$ cat src/hdl/dwms_pkg.sv
// ----------------------------------------------------------------------------
// Distinct-window max sum: shared definitions
// Sizes, item word layout and small helpers used by the front, the queue and
// the execution back end.
// ----------------------------------------------------------------------------
package dwms_pkg;

   // Largest value that enters the window; the mark table and the window
   // ring both hold one entry per possible value.
   localparam int MAX_VALUE = 1023;
   localparam int DEPTH     = MAX_VALUE + 1;
   localparam int PTR_W     = $clog2(DEPTH);

   // Fixed field widths of the ports
   localparam int VAL_W   = 10;
   localparam int SCORE_W = 19;
   localparam int LEN_W   = 10;

   // Internal sums are wide enough for the largest possible window sum
   localparam longint MAX_SUM  = longint'(MAX_VALUE) * (longint'(MAX_VALUE) + 1) / 2;
   localparam int     SUM_BITS = $clog2(MAX_SUM + 1);
   localparam int     SUM_W    = (SUM_BITS > SCORE_W) ? SUM_BITS : SCORE_W;

   // Decoupling queue between front and back
   localparam int QUEUE_DEPTH = 2;
   localparam int QPTR_W      = $clog2(QUEUE_DEPTH);
   localparam int QCNT_W      = $clog2(QUEUE_DEPTH + 1);

   typedef logic [VAL_W-1:0]   val_type;
   typedef logic [PTR_W-1:0]   ptr_type;
   typedef logic [PTR_W-1:0]   cnt_type;
   typedef logic [SUM_W-1:0]   sum_type;
   typedef logic [SCORE_W-1:0] score_type;
   typedef logic [LEN_W-1:0]   len_type;
   typedef logic [QPTR_W-1:0]  qptr_type;
   typedef logic [QCNT_W-1:0]  qcnt_type;

   // One classified input word
   typedef struct packed {
      val_type value;
      logic    first;
      logic    in_range;
   } item_type;

   function automatic logic value_in_range(val_type v);
      return (v != '0) && (int'(v) <= MAX_VALUE);
   endfunction

   function automatic ptr_type value_index(val_type v);
      return ptr_type'(v);
   endfunction

   function automatic ptr_type ptr_inc(ptr_type p);
      if (p == ptr_type'(DEPTH - 1)) begin
         return '0;
      end
      return p + ptr_type'(1);
   endfunction

endpackage

$ cat src/hdl/dwms_queue.sv
// ----------------------------------------------------------------------------
// Distinct-window max sum: decoupling queue
// Small register FIFO of classified words between the front and the back end.
// ----------------------------------------------------------------------------
module dwms_queue (
   input  logic               clock,
   input  logic               reset,
   input  logic               push_valid,
   input  dwms_pkg::item_type push_item,
   output logic               push_ready,
   output logic               pop_valid,
   output dwms_pkg::item_type pop_item,
   input  logic               pop
);

   dwms_pkg::item_type  entry_ff [dwms_pkg::QUEUE_DEPTH];
   dwms_pkg::qptr_type  wr_ptr_ff;
   dwms_pkg::qptr_type  wr_ptr_in;
   dwms_pkg::qptr_type  rd_ptr_ff;
   dwms_pkg::qptr_type  rd_ptr_in;
   dwms_pkg::qcnt_type  fill_ff;
   dwms_pkg::qcnt_type  fill_in;
   logic                do_push;
   logic                do_pop;

   function automatic dwms_pkg::qptr_type qptr_inc(dwms_pkg::qptr_type p);
      if (p == dwms_pkg::qptr_type'(dwms_pkg::QUEUE_DEPTH - 1)) begin
         return '0;
      end
      return p + dwms_pkg::qptr_type'(1);
   endfunction

   assign push_ready = (fill_ff != dwms_pkg::qcnt_type'(dwms_pkg::QUEUE_DEPTH));
   assign pop_valid  = (fill_ff != '0);
   assign pop_item   = entry_ff[rd_ptr_ff];
   assign do_push    = push_valid && push_ready;
   assign do_pop     = pop && pop_valid;

   always_comb begin
      wr_ptr_in = do_push ? qptr_inc(wr_ptr_ff) : wr_ptr_ff;
      rd_ptr_in = do_pop  ? qptr_inc(rd_ptr_ff) : rd_ptr_ff;
      fill_in   = fill_ff;
      if (do_push && !do_pop) begin
         fill_in = fill_ff + dwms_pkg::qcnt_type'(1);
      end else if (do_pop && !do_push) begin
         fill_in = fill_ff - dwms_pkg::qcnt_type'(1);
      end
   end

   always_ff @(posedge clock) begin
      if (reset) begin
         wr_ptr_ff <= '0;
         rd_ptr_ff <= '0;
         fill_ff   <= '0;
      end else begin
         wr_ptr_ff <= wr_ptr_in;
         rd_ptr_ff <= rd_ptr_in;
         fill_ff   <= fill_in;
      end
   end

   always_ff @(posedge clock) begin
      if (do_push) begin
         entry_ff[wr_ptr_ff] <= push_item;
      end
   end

endmodule

$ cat config.mk
export PLATFORM = sky130hd
export DESIGN_NAME = dwms_queue
export DESIGN_NICKNAME = d
export VERILOG_FILES = /design/src/hdl/dwms_pkg.sv /design/src/hdl/dwms_queue.sv
export SDC_FILE = /design/constraint.sdc
export NUM_CORES = 1
export LEC_CHECK = 0
export ABC_AREA = 1
export BUFFER_PORTS_ARGS = -buffer_cell sky130_fd_sc_hd__buf_2
export CAP_MARGIN = 20
export CELL_PAD_IN_SITES_DETAIL_PLACEMENT = 0
export CELL_PAD_IN_SITES_GLOBAL_PLACEMENT = 1
export CORE_UTILIZATION = 41
export CTS_CLUSTER_SIZE = 20
export DETAILED_ROUTE_END_ITERATION = 6
export PLACE_DENSITY = 0.75
export SLEW_MARGIN = 15
export SYNTH_ARGS = -nofsm -noshare
export SYNTH_HDL_FRONTEND = slang
export SYNTH_SLANG_ARGS = --single-unit
$ cat constraint.sdc
create_clock -name clock -period 1.7 [get_ports clock]
set_clock_uncertainty 0.15 [all_clocks]
set_input_delay 0.425 -clock clock [delete_from_list [all_inputs] [get_ports clock]]
set_output_delay 0.425 -clock clock [all_outputs]
set_load 0.01 [all_outputs]
==> results of run 1 <==
worst paths after layout:
kind,slack (ns),cells after the start,startpoint,endpoint
hold / removal,0.14,1,push_item[11],entry_ff[1][11]$_DFFE_PP_
setup / recovery,-0.16,3,register,pop_item[9]
setup reg to reg,0.22,10,fill_ff[0]$_SDFFE_PP0P_,fill_ff[1]$_SDFFE_PP0P_
hold reg to reg,0.36,2,wr_ptr_ff$_SDFFE_PP0P_,wr_ptr_ff$_SDFFE_PP0P_
final cells by class:
cell class,instances,area (µm²)
fill,210,1020
tap,30,37.5
multi-input combinational,36,294
clock buffer,7,65.1
clock inverter,1,5.00
sequential,29,825
inverter,8,30.0
timing repair buffer,34,288
layer usage:
| metal | part of all wire, % | vias to the layer above | track usage (%) |
|---|---|---|---|
| met3 | 6.0 | 5 | 8.20 |
| met5 | 0 | - | 0 |
| met1 | 43 | 314 | 15.5 |
| met2 | 49 | 20 | 19.5 |
| met4 | 2.0 | 0 | 7.50 |
| li1 | - | 341 | - |
registers in the layout, indices dropped and copies added, names as in the netlist, named ones only:
register	count
entry_ff	24
fill_ff	2
wr_ptr_ff	1
rd_ptr_ff	1
stage by stage:
step / utilization [%] / hold slack (ns) / TNS [ns] / power [mW]
after floorplan: - / 0.315 / 0 / 1.39
after global placement: 53.1 / 0.333 / 0 / 1.59
after detailed placement: 53.1 / 0.353 / 0 / 1.61
after CTS: 58.8 / 0.125 / -1.76 / 2.19
after global routing: 60.1 / 0.112 / -2.49 / 2.36
final: 60.1 / 0.139 / -1.73 / 2.21
power groups by stage:
stage	Sequential [mW]	Clock, mW	Combinational [mW]
global route	0.972	0.517	0.868
finish	0.960	0.467	0.788
floorplan	0.957	0	0.435
detailed placement	0.967	0	0.648
CTS	0.952	0.479	0.759
global placement	0.960	0	0.635
worst max-delay path, stage by stage, from the launching register on:
cell and delay (ns):
dfxtp_4 0.39, clkbuf_16 0.16, mux2_4 0.30, buf_6 0.12
logic make-up (layout without fill, tap and decap cells):
logic type,Yosys count,in the layout,synth area share [%]
AO/OA/AOI/OAI,4,4,1.74
adder cells (fa/ha/maj),1,1,1.09
buffers and inverters,9,50,3.59
flip-flops,29,29,71.5
multiplexers,12,12,15.0
AND/OR/NAND/NOR,19,19,7.08
cells in the final DEF (no fill, tap or decap), drive strengths merged:
| cell | instances |
|---|---|
| buf | 33 |
| edfxtp | 24 |
| mux2 | 12 |
| nand2 | 9 |
| inv | 8 |
| clkbuf | 8 |
| nor2 | 7 |
| dfxtp | 5 |
| a21oi | 2 |
| nand3 | 2 |
| o21ai | 2 |
| nand4 | 1 |
| ha | 1 |
| clkinv | 1 |
timing repair:
| item | in CTS | in global routing |
|---|---|---|
| resized for setup | 13 | 3 |
| cloned | 0 | 1 |
| setup endpoints to repair | 12 | 12 |
==> metrics.txt, run 1 <==
largest area contributor in the netlist=edfxtp_1; Final Wtd Congestion=between 0.6 and 0.7; Synth top cells by count=24 x edfxtp_1, 10 x mux2_4, 7 x inv_1, 7 x nand2_1, 7 x nor2_1; Die Y=54.9 µm; non-filler instance count after layout=145; Worst Path Max Fanout=6; WS Path Type=reg -> out; number of hold buffers added after cts=0; ys async rst share=0%; Setup Slack @ Placement=0.149 ns; first-pass GRT wire length=2610 µm; clk_lat worst skew=~0.31 ns; max-slew violation count=0; count of final setup violators=12; combinational share of power=35.6%; Num CTS Buffers=5; syn nets=91; max cap viols=0; FMAX=538 MHz; minimum clock period=1.86 ns; Core ar.=2570 µm²; post-synth top area share=62.7%; I/O pin count=30; Max Root-Sink Buffers=2; Clk pwr share=21.1%; sequential area share after synthesis=roughly 70%; number of clock sinks=29; LEAKAGE=0.658 nW; worst relative slew slack=88.7%; Reg power frac=between 40 and 50%; Crit path arrival time=1.28 ns; Startpoint Class=register; count of final hold-check violations=0; routed vias=680; RSZ-0062 raised after global routing=yes; fin area=around 1500 µm²; Worst Max-Slew Pin Slew=0.169 ns; clock root cell=clkbuf_4; Hold Path Class=in -> reg; internal power=about 1.6 mW; CP required=1.12 ns; largest net degree at the start of global routing=13; clock-pin slew on the worst setup and hold paths=around 0.090 ns; DRC errors left=0; Gate Count Post-Synth=74; remaining antenna violation count after routing=0; Final Routed Wirelength=~1700 µm; total grt overflow=0; Switching Fraction=28.3%; Peak VDD IR=803 µV; mean routed wirelength per cell=approximately 12 µm; Post-CTS Setup Bufs=0; Net Sw Power=roughly 630 µW; pwr dens=1430 nW/µm²; Initial Util=44.7%; Die X=54.9 µm; Cell variety after synth=15; predominant post-synthesis flop cell=edfxtp_1; Setup crit end kind=primary output; Placed Cells=136; Avg Cell Area, Syn=15.5 µm²; Placement Rows=18; share of cells above drive strength 1=about half; Vias/cell=4.69; Buffers on Ports=29; vias in the first global route=627; H-tree Lvls=2; status=finished, violations left; Post-synth EDFFs=24; Yosys warning count=0; antenna violations before repair=0; DRT iter0 DRCs=12; Antenna Cells=0; Synth area leaders=edfxtp_1 63%, mux2_4 13%, dfxtp_1 8.7%; Die ar.=3020 µm²; HPWL after DPL=1200 µm; Syn-to-layout area delta=34.4%; fin crit share=109%; placed standard-cell area=1360 µm²; failing checks=setup timing; TritonCTS clock tree=built; most common cell in the netlist=edfxtp_1; GRT Util Overall=13.6%; flops & latches, synth=29; drt pass-1 iters=4; nets=131; mapped cell area=1150 µm²; final worst setup slack=-0.160 ns
Note: power is estimated with default switching activity, not from simulation.
==> inputs of run 2 (changes only) <==
==> constraint.sdc (replaced) <==
create_clock -name clock -period 2.05 [get_ports clock]
set_clock_uncertainty 0.15 [all_clocks]
set_input_delay 0.5125 -clock clock [delete_from_list [all_inputs] [get_ports clock]]
set_output_delay 0.5125 -clock clock [all_outputs]
set_load 0.01 [all_outputs]
==> run 2 against run 1 <==
- the run now ends clean
- register-to-register slack improved by 0.32 ns
- clock-buffer cell count shrank 1
- die area is the same
- global-route usage rose by 0.71 points
- critical endpoint is now pop_item[2]
==> metrics.txt, run 2 (synthesis results as in run 1) <==
status=finished, final reports clean (was finished, violations left); clock root cell=clkbuf_4 (unchanged); grt peak-use layer=met2 (unchanged); largest registers=entry_ff (24), fill_ff (2) (unchanged); first-pass GRT wire length=2680 µm (was 2610 µm); Setup crit end kind=primary output (unchanged); worst r2r src=fill_ff[0]$_SDFFE_PP0P_ (unchanged); TritonCTS clock tree=built (unchanged); pwr dens=1170 nW/µm² (was 1430 nW/µm²); Startpoint Class=register (unchanged); Post-CTS Setup Bufs=0 (unchanged); met1 GRT Util=14.0% (was 15.5%); final core utilization=54.8% (was 60.1%); WS Path Type=reg -> out (unchanged); RSZ-0062 raised after global routing=no (was yes); non-filler instance count after layout=143 (was 145); Final Wtd Congestion=0.667 (was 0.677); Slowest cell on crit path=mux2_2 (was dfxtp_4); Max Root-Sink Buffers=2 (unchanged); Placement Rows=18 (unchanged); Die X=54.9 µm (unchanged); Core ar.=2570 µm² (unchanged); critical path, cell by cell=buf_6 -> mux2_2 -> buf_2 (was clkbuf_16 -> mux2_4 -> buf_6); I/O pin count=30 (unchanged); remaining antenna violation count after routing=0 (unchanged); met2 track demand over resource=22.3% (was 19.5%); Die ar.=3020 µm² (unchanged); Vias/cell=4.76 (was 4.69); DRT iter0 DRCs=9 (was 12); count of final setup violators=0 (was 12); worst relative slew slack=78.2% (was 88.7%); Die Y=54.9 µm (unchanged); fin area=1410 µm² (was 1540 µm²); placed standard-cell area=1340 µm² (was 1360 µm²); Peak VDD IR=646 µV (was 803 µV); cell family with most CP delay=multiplexers (was flip-flops); FMAX=~500 MHz; mean routed wirelength per cell=12.0 µm (about the same); Initial Util=44.7% (unchanged); Placed Cells=135 (was 136); Worst Path Max Fanout=12 (was 6); Antenna Cells=0 (unchanged); H-tree Lvls=2 (unchanged); antenna violations before repair=0 (unchanged); CP required=1.39 ns (was 1.12 ns); nets=129 (was 131); vias in the first global route=621 (was 627); max cap viols=0 (unchanged); drt pass-1 iters=3 (was 4); Syn-to-layout area delta=22.4% (was 34.4%); hold path start=push_item[10] (was push_item[11]); Hold Slack=0.224 ns (was 0.139 ns); HPWL after DPL=1230 µm (was 1200 µm); commonest non-fill, non-tap cell in the layout=buf_2 (was edfxtp_1); clk_lat worst skew=0.32 ns (was 0.31 ns); Final Routed Wirelength=1720 µm (was 1740 µm); number of clock sinks=29 (unchanged); GRT Util Overall=14.3% (was 13.6%); Bufs and invs on worst path=2 (unchanged); Buffers on Ports=29 (unchanged); Largest Register=entry_ff (unchanged); Hold Path Class=in -> reg (unchanged); LEAKAGE=0.600 nW (was 0.658 nW); share of cells above drive strength 1=47.8% (was 50.4%); commonest cells after routing, fill and taps aside=29 x buf_2, 24 x edfxtp_1, 10 x mux2_4 (was 24 x edfxtp_1, 17 x buf_2, 12 x mux2_4, 12 x buf_6); met3 Use GR=6.01% (was 8.20%); clock-pin slew on the worst setup and hold paths=0.09 ns (about the same); number of hold buffers added after cts=0 (unchanged); largest net degree at the start of global routing=13 (unchanged); routed vias=680 (unchanged); fin crit share=96.8%; max-slew violation count=0 (unchanged); count of final hold-check violations=0 (unchanged); total grt overflow=0 (unchanged); DRC errors left=0 (unchanged); slowest stage delay, CP=0.34 ns (was 0.39 ns); minimum clock period=1.98 ns; Crit path arrival time=1.32 ns (was 1.28 ns); Worst Max-Slew Pin Slew=0.326 ns (was 0.169 ns); Num CTS Buffers=5 (unchanged); max FFs per register=24 (unchanged); setup TNS=0 ns (was -1.73 ns)
## run 2: cell count changes in the layout (fill, tap and decap cells not counted), moves of 2 or more
cell	before	now
mux2_4	12	10
buf_2	17	29
buf_6	12	1
mux2_2	0	2
## run 2: per-layer routing
layer  vias up  wire length (µm)
met2        22               862
met1       313               670
met4         0                53
met3         7               128
met5         -                 0
li1        338                 -
## run 2: cell type report
cell class / count / area, µm²
fill: 238 / 1160
sequential: 29 / 821
multi-input combinational: 36 / 287
timing repair buffer: 32 / 171
clock buffer: 6 / 51.3
tap: 30 / 37.5
inverter: 8 / 30.0
clock inverter: 2 / 8.76
## run 2: path summary, 6_finish.rpt
check	to	slack (ns)	cells past startpoint
max	pop_item[2]	0.07	3
min reg2reg	rd_ptr_ff$_SDFFE_PP0P_	0.35	2
min	entry_ff[0][10]$_DFFE_PP_	0.22	1
max reg2reg	entry_ff[0][11]$_DFFE_PP_	0.54	5
## run 2: what timing repair did
action	4_1_cts	5_1_grt
endpoints found under the setup margin	1	0
resized for setup	1	0
hold endpoints to repair	0	0
## run 2: through the flow
stage	power (mW)	setup slack, ns
after floorplan	1.15	0.414
after global placement	1.30	0.375
after detailed placement	1.31	0.371
after CTS	1.67	0.0392
after global routing	1.75	0.00458
final	1.64	0.0652
## run 2: where the power goes
| group | internal (mW) | leakage, nW | total (mW) | switching [mW] |
|---|---|---|---|---|
| Combinational | 0.245 | 0.299 | 0.508 | 0.263 |
| Sequential | 0.749 | 0.265 | 0.784 | 0.0346 |
| Clock | 0.161 | 0.0357 | 0.349 | 0.188 |
