`src/hdl/dwms_pkg.sv`:
```
// ----------------------------------------------------------------------------
// Distinct-window max sum: shared definitions
// Sizes, item word layout and small helpers used by the front, the queue and
// the execution back end.
// ----------------------------------------------------------------------------
package dwms_pkg;

   // Largest value that enters the window; the mark table and the window
   // ring both hold one entry per possible value.
   localparam int MAX_VALUE = 1023;
   localparam int DEPTH     = MAX_VALUE + 1;
   localparam int PTR_W     = $clog2(DEPTH);

   // Fixed field widths of the ports
   localparam int VAL_W   = 10;
   localparam int SCORE_W = 19;
   localparam int LEN_W   = 10;

   // Internal sums are wide enough for the largest possible window sum
   localparam longint MAX_SUM  = longint'(MAX_VALUE) * (longint'(MAX_VALUE) + 1) / 2;
   localparam int     SUM_BITS = $clog2(MAX_SUM + 1);
   localparam int     SUM_W    = (SUM_BITS > SCORE_W) ? SUM_BITS : SCORE_W;

   // Decoupling queue between front and back
   localparam int QUEUE_DEPTH = 2;
   localparam int QPTR_W      = $clog2(QUEUE_DEPTH);
   localparam int QCNT_W      = $clog2(QUEUE_DEPTH + 1);

   typedef logic [VAL_W-1:0]   val_type;
   typedef logic [PTR_W-1:0]   ptr_type;
   typedef logic [PTR_W-1:0]   cnt_type;
   typedef logic [SUM_W-1:0]   sum_type;
   typedef logic [SCORE_W-1:0] score_type;
   typedef logic [LEN_W-1:0]   len_type;
   typedef logic [QPTR_W-1:0]  qptr_type;
   typedef logic [QCNT_W-1:0]  qcnt_type;

   // One classified input word
   typedef struct packed {
      val_type value;
      logic    first;
      logic    in_range;
   } item_type;

   function automatic logic value_in_range(val_type v);
      return (v != '0) && (int'(v) <= MAX_VALUE);
   endfunction

   function automatic ptr_type value_index(val_type v);
      return ptr_type'(v);
   endfunction

   function automatic ptr_type ptr_inc(ptr_type p);
      if (p == ptr_type'(DEPTH - 1)) begin
         return '0;
      end
      return p + ptr_type'(1);
   endfunction

endpackage

```
`src/hdl/dwms_front.sv`:
```
// ----------------------------------------------------------------------------
// Distinct-window max sum: front stage
// Accepts request words, classifies the value range and holds the word in a
// register until the queue takes it.
// ----------------------------------------------------------------------------
module dwms_front (
   input  logic               clock,
   input  logic               reset,
   input  logic               hold,
   input  logic               req_valid,
   output logic               req_ready,
   input  dwms_pkg::val_type  req_value,
   input  logic               req_first,
   output logic               push_valid,
   output dwms_pkg::item_type push_item,
   input  logic               push_ready
);

   logic               stage_valid_ff;
   logic               stage_valid_in;
   dwms_pkg::item_type stage_item_ff;
   dwms_pkg::item_type stage_item_in;
   logic               take;

   assign req_ready  = !hold && (!stage_valid_ff || push_ready);
   assign take       = req_valid && req_ready;
   assign push_valid = stage_valid_ff;
   assign push_item  = stage_item_ff;

   always_comb begin
      stage_valid_in = stage_valid_ff;
      stage_item_in  = stage_item_ff;
      if (stage_valid_ff && push_ready) begin
         stage_valid_in = 1'b0;
      end
      if (take) begin
         stage_valid_in         = 1'b1;
         stage_item_in.value    = req_value;
         stage_item_in.first    = req_first;
         stage_item_in.in_range = dwms_pkg::value_in_range(req_value);
      end
   end

   always_ff @(posedge clock) begin
      if (reset) begin
         stage_valid_ff <= 1'b0;
      end else begin
         stage_valid_ff <= stage_valid_in;
      end
   end

   always_ff @(posedge clock) begin
      stage_item_ff <= stage_item_in;
   end

endmodule

```
`config.mk`:
```
export PLATFORM = sky130hd
export DESIGN_NAME = dwms_front
export DESIGN_NICKNAME = d
export VERILOG_FILES = /design/src/hdl/dwms_pkg.sv /design/src/hdl/dwms_front.sv
export SDC_FILE = /design/constraint.sdc
export NUM_CORES = 1
export LEC_CHECK = 0
export BUFFER_PORTS_ARGS = -buffer_cell sky130_fd_sc_hd__buf_2
export CAP_MARGIN = 20
export CORE_AREA = 2 2 39 41
export DETAILED_ROUTE_END_ITERATION = 12
export DIE_AREA = 0 0 41 43
export HOLD_SLACK_MARGIN = 0.08
export PLACE_DENSITY = 0.71
export SYNTH_ARGS = -nofsm -noshare
export SYNTH_HDL_FRONTEND = slang
export SYNTH_SLANG_ARGS = --single-unit
export TNS_END_PERCENT = 100
```
`constraint.sdc`:
```
create_clock -name clock -period 1.97 [get_ports clock]
set_input_delay 0.2955 -clock clock [delete_from_list [all_inputs] [get_ports clock]]
set_output_delay 0.2955 -clock clock [all_outputs]
set_load 0.03 [all_outputs]
```
==> impl.org, run 1 <==
** Placed design
- Once placement finished, the instance area stood at 616 um^2.
- Half-perimeter wire length after placement :: between 600 and 700 um
- I/O Buffers :: 29
- Weighted congestion at the end of routability-driven global placement :: 0.593
- Prior to clock tree synthesis, the placed netlist has a worst setup slack of a little over 800 ps.

** Global routing
- Met2 global-route usage :: between 15 and 20%
- Via count of the first global-routing pass :: approximately 320
- Entering global routing, the biggest net connects 13 pins.
- GR peak layer :: met2
- Global-route wire length before repair :: 1150 um
- Met3 capacity usage during global routing :: 4.71%
- Overflow left after global routing :: 0
- The initial antenna violation count was 0.
- Aggregate global-route resource usage :: about 10%
- For this run, global-route usage on met1 was measured as between 10% and 20%.

** Worst setup path
- Worst path arrival time :: approximately 960 ps
- Count of cells along the worst register-to-register path :: 3
- Reg-to-Reg End :: push_item[10]$_DFFE_PP_
- The most critical setup path has its endpoint at req_ready.
- Worst Setup SP :: push_valid$_SDFFE_PP0P_
- Register-to-register setup slack :: a little over 800 ps
- The worst setup path is of the flop to output port kind.
- Worst Setup End Kind :: output port
- At the worst endpoint, the required time is 1670 ps.
- Launch instance of the worst register-to-register path :: push_valid$_SDFFE_PP0P_
- STA classifies the critical path startpoint as a flop.
- Of all nets on the critical path, the largest fanout is 3.

** Layout
- With fillers left out, the area of the finished cells amounts to about 640 um^2.
- Antenna diode count :: 0
- Layout net count :: 73
- Layout cell share with drive strength beyond 1 :: ~61%
- Area grow syn2layout :: 44.9%

** Clock tree
- CTS saw 13 sinks.
- Number of buffers created by CTS :: 3
- The clock reaches the later pin of the worst-skew pair after between 200 and 300 ps.
- Post-CTS resize count :: 0
- Post-CTS repair timing setup buffer count :: 0
- The clock passes through at most 2 buffers.
- Clock-pin slew of the registers on the worst-case setup and hold paths :: 70 ps
- The root buffer cell chosen for the clock tree is clkbuf_4.
- TritonCTS clock tree :: yes
- In this run, post-CTS hold repair placed 0 buffers.
- CTS built an H-tree with a depth of 1.

** STA
- Worst Clk Skew :: about 2.5 ps
- Total negative slack for setup checks :: 0 ps
- Final setup viols :: 0
- Based on the critical path, the design can be clocked at up to 794 MHz.
- Counting I/O delays and the setup requirement, the final critical path takes ~1300 ps.
- Setup repair after global routing left no endpoint under its margin.
- Part of the cycle the worst path needs :: 63.9%
- Slew margin rel. :: between 80% and 90%
- Max-slew violation total from the final report :: 0
- Worst hold-check slack :: ~210 ps
- Transition at the pin with the smallest max-transition slack :: between 200 and 300 ps
- Setup ws final :: 711 ps
- Final Hold Fails :: 0

** Logic synthesis
- Yosys mapped the design onto 9 distinct sky130hd cell types.
- During synthesis, Yosys emitted a total of 0 warnings.
- Top cell types by occurrence after synthesis :: edfxtp_1, nor2_1, nor4_1
- In this run the cell area of the synthesized design comes to between 400 and 500 um^2.
- Synthesis handed over a netlist of 22 instances.
- After synthesis, the cell types taking the most area are edfxtp_1, dfxtp_1, nor2b_4.
- Synth async-reset ratio :: 0%
- Total nets after synthesis :: 38
- The synthesized design contains 12 enable-type register cells.
- Part of the Yosys area used for sequential elements :: a little under nine tenths
- By instance count, the leading cell after synthesis is edfxtp_1.
- Flops & latches, synth :: 13
- Post-synthesis average cell area :: slightly above 20 um^2
- The largest total area in the synthesized netlist belongs to edfxtp_1.
- Dominant register cell in the synthesized netlist :: edfxtp_1
- The synthesized design devotes to its leading area cell type between 80% and 90% of total area.

** Pwr
- Of the total power, the clock network draws approximately 28%.
- Summed over all nets, the switching power comes to ~0.12 mW.
- Worst vdd ir :: about 0.00032 V
- Design internal power :: about 0.42 mW
- Net switching is between 20 and 25% of the power.
- Power spread over the standard cell area amounts to roughly 840 mW/mm^2.
- Leakage power total :: 0.278 nW
- Total power :: between 0.5 and 0.6 mW
- Per report_power, the combinational group accounts for between 10% and 20% of the total.
- Seq pwr share :: about three fifths

** Die
- Chip Height :: between 40 and 50 um
- 30 I/O pins were placed.
- The die covers between 0.0015 and 0.002 mm^2.
- Once the floorplan was initialized, standard cells occupied about 32% of the core.
- Measured along the x axis, the die boundary spans 41 um.
- The core region is 0.00138 mm^2.
- Rows :: 14

** Flow run
- Number of max-capacitance violations reported :: 0

** Detailed routing
- Count of unresolved DRC violations after routing :: 0
- Average wire per cell in the routed design :: 11.4 um
- The detail route stage leaves a number of antenna-violating nets equal to 0.
- The first detailed-routing pass ran for 4 iterations.
- The first routing iteration left 4 violations.
- Routed vias :: around 330
- Routed via count divided by cell count :: between 4 and 5
- For this block, the routed nets add up to 824 um of wire.

** Worst hold path
- Type of the worst min-delay path :: primary input to flop

** Status
- Result of the run :: completed
-- cell usage in the layout, fill, tap and decap left out, types with 2 or more instances in the layout --
master / n
nor2_1: 2
nor4_1: 2
edfxtp_1: 12
clkbuf_4: 3
buf_2: 29
-- final cells by class --
cell class	instances	area, um^2
repair buffers	30	153
flip-flops and latches	13	380
fillers	133	742
clock buffers	4	26.3
multi-input cells	9	62.6
well taps	16	20.0
-- how the worst min path moves through the flow --
stage | start | end | slack, ps | depth (start not counted)
4_1_cts | req_first | push_item[1]$_DFFE_PP_ | 210 | 1
6_report | req_first | push_item[1]$_DFFE_PP_ | 210 | 1
3_3_place_gp | req_first | push_item[1]$_DFFE_PP_ | 480 | 1
2_1_floorplan | req_value[8] | push_item[10]$_DFFE_PP_ | 390 | 0
5_1_grt | req_first | push_item[1]$_DFFE_PP_ | 200 | 1
3_5_place_dp | req_first | push_item[1]$_DFFE_PP_ | 490 | 1
-- flip-flops by register name (all words and copies together), names as in the netlist --
name / cells
push_item: 12
push_valid: 1
-- power groups by stage --
| stage | Combinational [mW] | Clock [mW] | Sequential [mW] |
|---|---|---|---|
| 5_1_grt | 0.0735 | 0.173 | 0.318 |
| 3_5_place_dp | 0.0691 | 0 | 0.324 |
| 2_1_floorplan | 0.0126 | 0 | 0.348 |
| 4_1_cts | 0.0693 | 0.162 | 0.317 |
| 6_report | 0.0684 | 0.153 | 0.317 |
| 3_3_place_gp | 0.0678 | 0 | 0.323 |
-- kinds of logic after synthesis --
kind of cell | count (synthesis) | synth area share (%)
AO/OA/AOI/OAI | 1 | 2.26
AND/OR/NAND/NOR | 8 | 11.9
flip-flops | 13 | 85.9
-- through the flow --
stage,cells,util (%)
global placement,68,44.5
CTS,72,46.4
global route,72,46.4
detailed placement,68,44.5
finish,72,46.4
floorplan,22,-
-- critical path, cell delays in order, from the launching register on --
cell     delay [ps]
dfxtp_1         310
nor2b_4         120
nor2_1           70
buf_2           200
-- metal layers --
metal / routed length, um / up-vias
li1: - / 154
met1: 312 / 143
met2: 359 / 30
met3: 152 / 0
met4: 0 / 0
met5: 0 / -
Power figures use the tool's default switching activity.
==> run 2: changes to the inputs <==
Settings changed: CORE_AREA 2 2 39 41 to 2 2 40 42, DIE_AREA 0 0 41 43 to 0 0 42 44.
Clock period 1.97 ns to 1.1 ns, I/O delays scaled along.
==> impl.org, run 2 (same netlist as run 1, synthesis figures left out) <==
** Worst setup path
- Ordered list of cells on the worst path :: nor2b_4, buf_6, nor2_4, buf_6
- The worst setup path is launched from a flop.
- The maximum single-stage delay on the critical path was 340 ps (+30 ps).
- The data required time of the critical path was 940 ps (-730 ps).
- The maximum fanout along the worst path is 2 (-1).
- Worst path arrival time :: 1050 ps (+90 ps)
- Worst setup path class :: flop to output port
- For this design, the slowest cell found on the critical path is dfxtp_4.
- STA classifies the critical path endpoint as an output port.
- Most used cell along the critical path :: buf_6

** Die
- Die width :: 42 um (+2.4%)
- The effective utilization at floorplan was 31.2% (-0.79 points).
- Die outline area :: 0.00185 mm^2 (+4.8%)
- Number of placed I/O pins :: 30 (unchanged)
- The placeable core region came to 0.00142 mm^2 (+2.5%).
- Chip Height :: 44 um (+2.3%)
- Rows :: 14 (unchanged)

** Detailed routing
- The detailed route wirelength on metal2 is 402 um (+12%).
- The routed length on met1 came to 335 um (+7.4%).
- Routed vias :: 337 (+3.1%)
- The number of nets with antenna violations after detailed routing is 0 (unchanged).
- The wire length on met3 was 121 um (-20%).
- The routed length per instance came to 11.1 um (-2.6%).
- First-pass iteration count of the detailed router :: 2 (-2)
- The average via count per standard cell is 4.38 (-3.6%).
- After detailed routing, no signal wire sits above met3.
- Count of unresolved DRC violations after routing :: 0 (unchanged)
- The initial DRC count is 1 (-3).
- The total detailed-routing wirelength came to 858 um (+4.1%).

** Placed design
- The routability-driven placement congestion ratio came to 0.616 (+3.8%).
- The post-place setup slack came to -37.7 ps (-844 ps).
- Cell count after placement :: 69 (+1.5%)
- Cell area after placement :: 651 um^2 (+5.7%)
- The number of I/O port buffers is 29 (unchanged).

** Clock tree
- The number of buffers on the longest clock path was 2 (unchanged).
- The tree is rooted in a clkbuf_4.
- Number of buffers created by CTS :: 3 (unchanged)
- The clock-pin slew of the registers on the worst-case setup and hold paths was 70 ps (about the same).
- TritonCTS built the clock tree.
- The sink count of the clock tree is 13 (unchanged).
- Number of H-tree levels :: 1 (unchanged)
- Clk_lat worst skew :: 260 ps (about the same)

** Global routing
- The total congestion overflow was 0 (unchanged).
- The number of global-route vias before repair was 329 (+1.9%).
- The initial antenna violation count was 0 (unchanged).
- Pin count of the biggest net entering global routing :: 8 (-5)
- The total track usage was 9.61% (-0.49 points).
- The wire length of the first global-routing pass is 1270 um (+10%).

** STA
- Final setup viols :: 13 (+13)
- Setup ws final :: -116 ps (-827 ps)
- The clock skew came to 0.895 ps (-1.63 ps).
- Part of the cycle the worst path needs :: 111%
- Maximum frequency from static timing analysis :: 822 MHz
- Unrepaired setup endpoints after global routing :: yes
- The final count of pins violating max slew came to 0 (unchanged).
- Minimum period implied by the final worst setup slack :: roughly 1200 ps
- The final-report hold violation count was 0 (unchanged).
- The headroom to the max-slew limit came to 81.0% (-1.5 points).
- Transition at the pin with the smallest max-transition slack :: 282 ps (+22.3 ps)

** Layout
- The layout cell share with drive strength beyond 1 was 65.6% (+4.9 points).
- Multi-input gate area in the final layout :: 81.3 um^2 (+30%)
- Antenna diode count :: 0 (unchanged)
- Flip-flop count of the largest register, all copies and words added :: 12 (unchanged)
- Non-filler cells, final :: 77 (+6.9%)
- In the layout the commonest cells are buf_2, edfxtp_1, buf_6.
- The utilization after layout came to 51.1% (+4.7 points).
- Layout net count :: 78 (+6.8%)
- The count of filler cells inserted in the layout came to 134 (+0.75%).
- Sequential cell area :: 384 um^2 (+0.99%)
- Commonest non-fill, non-tap cell in the layout :: buf_2
- Final Instance Area :: 724 um^2 (+13%)
- Relative to the synthesized area, the layout overhead comes to 63.6%.

** Worst hold path
- In this run the worst hold path is classified as primary input to flop.

** Status
- Failing checks :: setup timing
- Result of the run :: finished, violations left

** Flow run
- The reported max-cap violation count is 0 (unchanged).

** Pwr
- Power per Cell Area :: 1380 mW/mm^2 (+64%)
- Leakage power total :: 0.313 nW (+12%)
- The post-route total power is 0.997 mW (+85%).
- Worst vdd ir :: 0.000797 V (+150%)
==> run 2: what timing repair did <==
action | CTS | global route
pin swaps | 2 | 1
resized for setup | 7 | 1
cloned | 1 | 0
endpoints found under the hold margin | 2 | 0
buffers inserted | 3 | 0
hold buffers | 2 | 0
endpoints found under the setup margin | 13 | 13
==> run 2: worst paths after layout <==
check | startpoint | cells past startpoint | slack (ps) | end
hold / removal | req_value[8] | 1 | 90 | push_item[10]$_DFFE_PP_
setup reg to reg | push_valid$_SDFFE_PP0P_ | 3 | -20 | push_item[4]$_DFFE_PP_
setup / recovery | push_valid$_SDFFE_PP0P_ | 4 | -120 | req_ready
hold reg to reg | push_valid$_SDFFE_PP0P_ | 4 | 860 | push_valid$_SDFFE_PP0P_
==> run 2: layout make-up <==
cell class / instances / area share, %
clock buffer: 4 / 3.63
multi-input combinational: 9 / 11.2
tap: 16 / 2.76
sequential: 13 / 53.0
timing repair buffer: 35 / 29.4
==> run 2: critical path, delay by kind of cell (launching register included) <==
family / cells / cell delay [ps]
flops: 1 / 340
buf+inv: 2 / 250
simple gates: 2 / 200
==> run 2: report_power, final <==
group	internal (mW)	total [mW]	leakage, nW	switching (mW)
Clock	0.140	0.281	0.0150	0.141
Sequential	0.562	0.567	0.121	0.00442
Combinational	0.0641	0.149	0.177	0.0853
==> run 2: metrics by stage <==
step / hold slack (ps) / setup TNS (ps)
3_3_place_gp: 352 / -116
3_5_place_dp: 357 / -450
5_1_grt: 83.0 / -699
6_report: 86.6 / -303
2_1_floorplan: 264 / -2440
4_1_cts: 82.7 / -1300
==> run 2: routing by layer <==
layer  track usage [%]  vias to the layer above
met1              8.82                      149
met2              18.8                       25
met5                 0                        -
met3              3.75                        0
met4              3.87                        0
li1                  -                      163
